--- config.mk ---
export PLATFORM = sky130hd
export DESIGN_NAME = vxhm_ctrl
export DESIGN_NICKNAME = d
export VERILOG_FILES = /design/src/hw/rtl/vxhm_pkg.sv /design/src/hw/rtl/vxhm_ctrl.sv
export SDC_FILE = /design/constraint.sdc
export NUM_CORES = 1
export LEC_CHECK = 0
export BUFFER_PORTS_ARGS = -buffer_cell sky130_fd_sc_hd__buf_2
export CAP_MARGIN = 20
export CORE_AREA = 3 3 40 42
export CTS_BUF_LIST = sky130_fd_sc_hd__clkbuf_16
export DETAILED_ROUTE_END_ITERATION = 10
export DIE_AREA = 0 0 43 45
export PLACE_DENSITY = 0.7
export SLEW_MARGIN = 30
export SYNTH_ARGS = -nofsm -noshare
export SYNTH_HDL_FRONTEND = slang
export SYNTH_SLANG_ARGS = --single-unit
--- constraint.sdc ---
create_clock -name clk -period 1.6 [get_ports clk]
set_input_delay 0.08 -clock clk [delete_from_list [all_inputs] [get_ports clk]]
set_output_delay 0.08 -clock clk [all_outputs]
set_load 0.005 [all_outputs]
--- src/hw/rtl/vxhm_pkg.sv ---
// shared types and constants for the voxel store with column heightmap
// used by vxhm_ctrl, vxhm_dp and voxel_store_with_column_heightmap_top
`default_nettype none

package vxhm_pkg;

    localparam int COORD_W   = 11;
    localparam int TILE_W    = 8;
    localparam int TOP_OUT_W = 5;

    localparam logic CMD_PROBE = 1'b0;
    localparam logic CMD_SET   = 1'b1;

    // controller to datapath
    typedef struct packed {
        logic clear;     // write air / zero at the sweep address
        logic capture;   // latch the incoming item
        logic look;      // read tile and column top at the item position
        logic fetch;     // take the read data
        logic write;     // write the new tile id
        logic scan;      // walk the column downward
        logic load_out;  // fill the result register
    } dp_cmd_t;

    // datapath to controller
    typedef struct packed {
        logic clear_last;
        logic in_range;
        logic is_set;
        logic scan_done;
    } dp_stat_t;

endpackage

`default_nettype wire

--- src/hw/rtl/vxhm_ctrl.sv ---
// controller state machine for the voxel store
// depends on vxhm_pkg for the command and status structs
`default_nettype none

module vxhm_ctrl (
    input  wire logic               clk,
    input  wire logic               rst_n,
    input  wire logic               req_valid,
    output logic                    req_stall,
    output logic                    rsp_valid,
    input  wire logic               rsp_stall,
    output vxhm_pkg::dp_cmd_t       dp_cmd,
    input  wire vxhm_pkg::dp_stat_t dp_stat
);

    typedef enum logic [6:0] {
        ST_CLEAR  = 7'b0000001,
        ST_IDLE   = 7'b0000010,
        ST_LOOK   = 7'b0000100,
        ST_FETCH  = 7'b0001000,
        ST_WRITE  = 7'b0010000,
        ST_SCAN   = 7'b0100000,
        ST_FINISH = 7'b1000000
    } state_t;

    state_t state_reg;
    state_t state_next;
    logic   out_valid_reg;
    logic   out_valid_next;

    always_comb
    begin
        state_next = state_reg;
        dp_cmd     = '0;
        case (state_reg)
            ST_CLEAR:
            begin
                dp_cmd.clear = 1'b1;
                if (dp_stat.clear_last)
                begin
                    state_next = ST_IDLE;
                end
            end
            ST_IDLE:
            begin
                if (req_valid)
                begin
                    dp_cmd.capture = 1'b1;
                    state_next     = ST_LOOK;
                end
            end
            ST_LOOK:
            begin
                dp_cmd.look = 1'b1;
                state_next  = dp_stat.in_range ? ST_FETCH : ST_FINISH;
            end
            ST_FETCH:
            begin
                dp_cmd.fetch = 1'b1;
                state_next   = dp_stat.is_set ? ST_WRITE : ST_FINISH;
            end
            ST_WRITE:
            begin
                dp_cmd.write = 1'b1;
                state_next   = ST_SCAN;
            end
            ST_SCAN:
            begin
                dp_cmd.scan = 1'b1;
                if (dp_stat.scan_done)
                begin
                    state_next = ST_FINISH;
                end
            end
            ST_FINISH:
            begin
                // wait until the result register is free or being emptied
                if (!out_valid_reg || !rsp_stall)
                begin
                    dp_cmd.load_out = 1'b1;
                    state_next      = ST_IDLE;
                end
            end
            default:
            begin
                state_next = ST_CLEAR;
            end
        endcase
    end

    always_comb
    begin
        out_valid_next = out_valid_reg;
        if (dp_cmd.load_out)
        begin
            out_valid_next = 1'b1;
        end
        else if (out_valid_reg && !rsp_stall)
        begin
            out_valid_next = 1'b0;
        end
    end

    always_ff @(posedge clk or negedge rst_n)
    begin
        if (!rst_n)
        begin
            state_reg     <= ST_CLEAR;
            out_valid_reg <= 1'b0;
        end
        else
        begin
            state_reg     <= state_next;
            out_valid_reg <= out_valid_next;
        end
    end

    assign req_stall = (state_reg != ST_IDLE);
    assign rsp_valid = out_valid_reg;

endmodule

`default_nettype wire

==> flow_summary.html <==
<table>
<tr><th>Metric</th><th>Value</th></tr>
<tr><th colspan="2">Finish</th></tr>
<tr><td>Most frequent cells in the layout</td><td>buf_2 (16), nor2_1 (7), dfrtp_1 (6), nand2_1 (5), buf_4 (5)</td></tr>
<tr><td>Flip-flop count of the largest register, all copies and words added</td><td>7</td></tr>
<tr><td>Commonest non-fill, non-tap cell in the layout</td><td>buf_2</td></tr>
<tr><td>Proportion of layout cells with a drive suffix above 1</td><td>0.375</td></tr>
<tr><td>Diode count</td><td>0</td></tr>
<tr><td>Final #Nets</td><td>just under 90</td></tr>
<tr><td>Number of fill cells</td><td>roughly 100</td></tr>
<tr><td>Final standard cell area without fillers</td><td>727 µm²</td></tr>
<tr><td>Area delta synth-&gt;final</td><td>47.8%</td></tr>
<tr><th colspan="2">Placement</th></tr>
<tr><td>Placement Setup Slack</td><td>between 0.09 and 0.1 ns</td></tr>
<tr><td>Post-placement cell area</td><td>~590 µm²</td></tr>
<tr><td>Final weighted congestion of routability-driven global placement</td><td>roughly 0.83</td></tr>
<tr><td>Number of port buffers</td><td>16</td></tr>
<tr><td>HPWL after detailed placement</td><td>~900 µm</td></tr>
<tr><th colspan="2">Power and ir drop</th></tr>
<tr><td>Sw Ratio</td><td>0.301</td></tr>
<tr><td>Share of power burned in combinational logic</td><td>0.328</td></tr>
<tr><td>Power per unit of standard cell area</td><td>roughly 1500 nW/µm²</td></tr>
<tr><td>Switching component of the power</td><td>between 0.3 and 0.4 mW</td></tr>
<tr><td>Total design power</td><td>about 1.1 mW</td></tr>
<tr><td>Clock Power Share</td><td>0.392</td></tr>
<tr><td>Leakage power</td><td>between 0.3 and 0.4 nW</td></tr>
<tr><td>Internal power summed over all cells</td><td>between 0.7 and 0.8 mW</td></tr>
<tr><td>Max rail drop VDD</td><td>between 0.0009 and 0.001 V</td></tr>
<tr><td>Sequential power share</td><td>0.280</td></tr>
<tr><th colspan="2">Critical path</th></tr>
<tr><td>Required arrival time at the worst endpoint</td><td>about 1.5 ns</td></tr>
<tr><td>Max FO, Critical Path</td><td>4</td></tr>
<tr><td>Sort of element at the start of the critical path</td><td>flop</td></tr>
<tr><td>Arrival time worst endpoint</td><td>~1.4 ns</td></tr>
<tr><td>Category of the critical setup timing path</td><td>reg2out</td></tr>
<tr><td>Nature of the critical path endpoint</td><td>output port</td></tr>
<tr><td>Setup slack of the most critical reg-to-reg path</td><td>between 0.1 and 0.15 ns</td></tr>
<tr><th colspan="2">Timing</th></tr>
<tr><td>Transition at the pin with the smallest max-transition slack</td><td>between 0.2 and 0.3 ns</td></tr>
<tr><td>Achievable frequency</td><td>~660 MHz</td></tr>
<tr><td>Final Max Slew Viols</td><td>0</td></tr>
<tr><td>Final worst setup slack</td><td>just under 0.08 ns</td></tr>
<tr><td>Total setup violations reported at the end of the flow</td><td>0</td></tr>
<tr><td>Number of hold-slack violations in the final timing report</td><td>0</td></tr>
<tr><td>Setup Total Neg Slack</td><td>0 ns</td></tr>
<tr><td>Crit path time final</td><td>approximately 1.5 ns</td></tr>
<tr><td>Final period utilization</td><td>0.952</td></tr>
<tr><td>Final hold slack</td><td>about 0.053 ns</td></tr>
<tr><td>Setup Skew</td><td>a little under 0.0008 ns</td></tr>
<tr><td>Relative slew margins</td><td>0.805</td></tr>
<tr><th colspan="2">GRT</th></tr>
<tr><td>Number of antenna violations at the first check in global routing</td><td>0</td></tr>
<tr><td>Wire length of the first global-routing pass</td><td>around 2.2 mm</td></tr>
<tr><td>Global routing usage summed across all routing layers</td><td>0.155</td></tr>
<tr><td>Leftover overflow at the end of global routing</td><td>0</td></tr>
<tr><td>Number of global-route vias before repair</td><td>502</td></tr>
<tr><td>Largest net degree at the start of global routing</td><td>10</td></tr>
<tr><th colspan="2">Worst hold path</th></tr>
<tr><td>Classification of the worst-slack hold path</td><td>in2reg</td></tr>
<tr><th colspan="2">Clock network</th></tr>
<tr><td>Clock-pin slew of the registers on the worst-case setup and hold paths</td><td>around 0.040 ns</td></tr>
<tr><td>Clock tree from TritonCTS</td><td>built</td></tr>
<tr><td>Largest buffer count on any clock path</td><td>2</td></tr>
<tr><td>Worst-skew pair later-pin latency</td><td>between 0.2 and 0.25 ns</td></tr>
<tr><td>Total CTS buffers</td><td>3</td></tr>
<tr><td>Cell at the root of the clock tree</td><td>clkbuf_16</td></tr>
<tr><td>Sink Count</td><td>8</td></tr>
<tr><td>H-Tree Level Count</td><td>1</td></tr>
<tr><th colspan="2">Die</th></tr>
<tr><td>Area of the die</td><td>approximately 1900 µm²</td></tr>
<tr><td>Effective utilization at floorplan</td><td>0.383</td></tr>
<tr><td>Count of boundary I/O pins</td><td>17</td></tr>
<tr><td>Std-Cell Core Area</td><td>between 1000 and 1500 µm²</td></tr>
<tr><td>Number of core rows</td><td>13</td></tr>
<tr><td>DIE HEIGHT</td><td>roughly 45 µm</td></tr>
<tr><td>Chip Width</td><td>roughly 43 µm</td></tr>
<tr><th colspan="2">Logic synthesis</th></tr>
<tr><td>Cell area after synthesis</td><td>just under 500 µm²</td></tr>
<tr><td>Synth unique cells</td><td>28</td></tr>
<tr><td>#FFs+latches synth</td><td>8</td></tr>
<tr><td>Sequential area share after synthesis</td><td>0.410</td></tr>
<tr><td>Synthesized instance count</td><td>56</td></tr>
<tr><td>Largest area contributor in the netlist</td><td>dfrtp_1</td></tr>
<tr><td>Top-area cell type share of the netlist area</td><td>0.356</td></tr>
<tr><td>Post-Syn Area per Cell</td><td>slightly below 9 µm²</td></tr>
<tr><td>Mapped Nets</td><td>64</td></tr>
<tr><td>Number of synthesis warnings</td><td>0</td></tr>
<tr><td>Top area cells in the synthesized netlist</td><td>dfrtp_1 (36%), nor2_1 (6.1%), dfstp_2 (5.3%)</td></tr>
<tr><th colspan="2">Detailed routing</th></tr>
<tr><td>Count of TritonRoute iterations in the first routing pass</td><td>4</td></tr>
<tr><td>Ratio of routed vias to standard cells</td><td>5.52</td></tr>
<tr><td>Routed wirelength normalized by instance count</td><td>between 10 and 15 µm</td></tr>
<tr><td>Via count</td><td>between 500 and 600</td></tr>
<tr><td>Drt first-iter violations</td><td>22</td></tr>
<tr><td>Number of DRC violations after detailed routing</td><td>0</td></tr>
<tr><td>Number of nets with antenna violations after routing</td><td>0</td></tr>
<tr><td>Final wirelength</td><td>~1.3 mm</td></tr>
<tr><th colspan="2">Job</th></tr>
<tr><td>Max-cap violations</td><td>0</td></tr>
<tr><th colspan="2">Outcome</th></tr>
<tr><td>Result of the run</td><td>complete, no violations</td></tr>
</table>
[synth_stat cells]
master / count
nand2_1: 5
nand3b_1: 1
a31oi_1: 1
a2111oi_2: 1
nand2b_1: 4
o21bai_1: 1
buf_4: 1
and2_1: 3
o21a_1: 1
o22ai_1: 4
nor4b_1: 1
clkbuf_2: 1
and4b_1: 1
nand4b_1: 1
xnor2_1: 1
inv_1: 3
nand3_1: 1
or2_2: 1
nor2_1: 8
dfstp_2: 1
dfrtp_1: 7
a21oi_1: 1
or3_1: 1
o2bb2ai_1: 1
nand4_1: 1
a211o_1: 1
nor3_1: 1
o22a_1: 2
[per-layer routing]
layer,GRT usage,wire length (µm),vias to the layer above,share of wire
met5,0,0,-,0
met4,0.0723,20,0,0.015
met3,0.0478,91,4,0.070
met2,0.281,672,28,0.52
met1,0.165,520,240,0.40
li1,-,-,252,-
[worst max-delay path, stage by stage (launching register included)]
cell and delay (ns):
dfrtp_2 0.43, nor3_4 0.19, nand2_1 0.12, or2_4 0.28
nor2_1 0.08, buf_2 0.11
[path summary, 6_finish.rpt]
path	from	end	cells past startpoint
worst max register to register	state_reg[2]	state_reg[1]	5
worst max-delay path	state_reg[2]	dp_cmd[5]	5
min in group asynchronous	rst_n	rsp_valid	2
max in group asynchronous	rst_n	state_reg[0]	2
worst min-delay path	dp_stat[0]	state_reg[5]	2
worst min register to register	state_reg[0]	state_reg[0]	1
[through the flow]
stage,utilization,instances
floorplan,-,56
global placement,0.456,86
detailed placement,0.456,86
CTS,0.542,93
global route,0.566,95
finish,0.566,95
[power groups by stage]
stage	registers [mW]	clock network, mW	logic [mW]
5_1_grt	0.314	0.441	0.398
3_3_place_gp	0.301	0	0.303
3_5_place_dp	0.301	0	0.305
4_1_cts	0.300	0.429	0.321
2_1_floorplan	0.271	0	0.248
6_report	0.303	0.425	0.356
[kinds of logic after synthesis]
logic type             after synthesis  share of synthesized area
AO/OA/AOI/OAI                       13                      0.206
flip-flops                           8                      0.410
XOR/XNOR                             1                     0.0178
AND/OR/NAND/NOR                     29                      0.318
buffers and inverters                5                     0.0483
[area by class of cell]
class,instances,area [µm²],share of cell area
clock buffers,3,75.1,0.103
clock inverters,1,3.75,0.00516
inverters,3,11.3,0.0155
multi-input cells,43,288,0.396
flip-flops and latches,8,203,0.279
well taps,15,18.8,0.0258
repair buffers,22,128,0.176
[repair_timing]
item / in CTS / in global routing
pin swaps: 1 / 2
setup buffers: 2 / 2
endpoints found under the setup margin: 2 / 3
hold buffers: 1 / 0
resized for setup: 2 / 4
hold endpoints to repair: 8 / 0
Note: power is estimated with default switching activity, not from simulation.
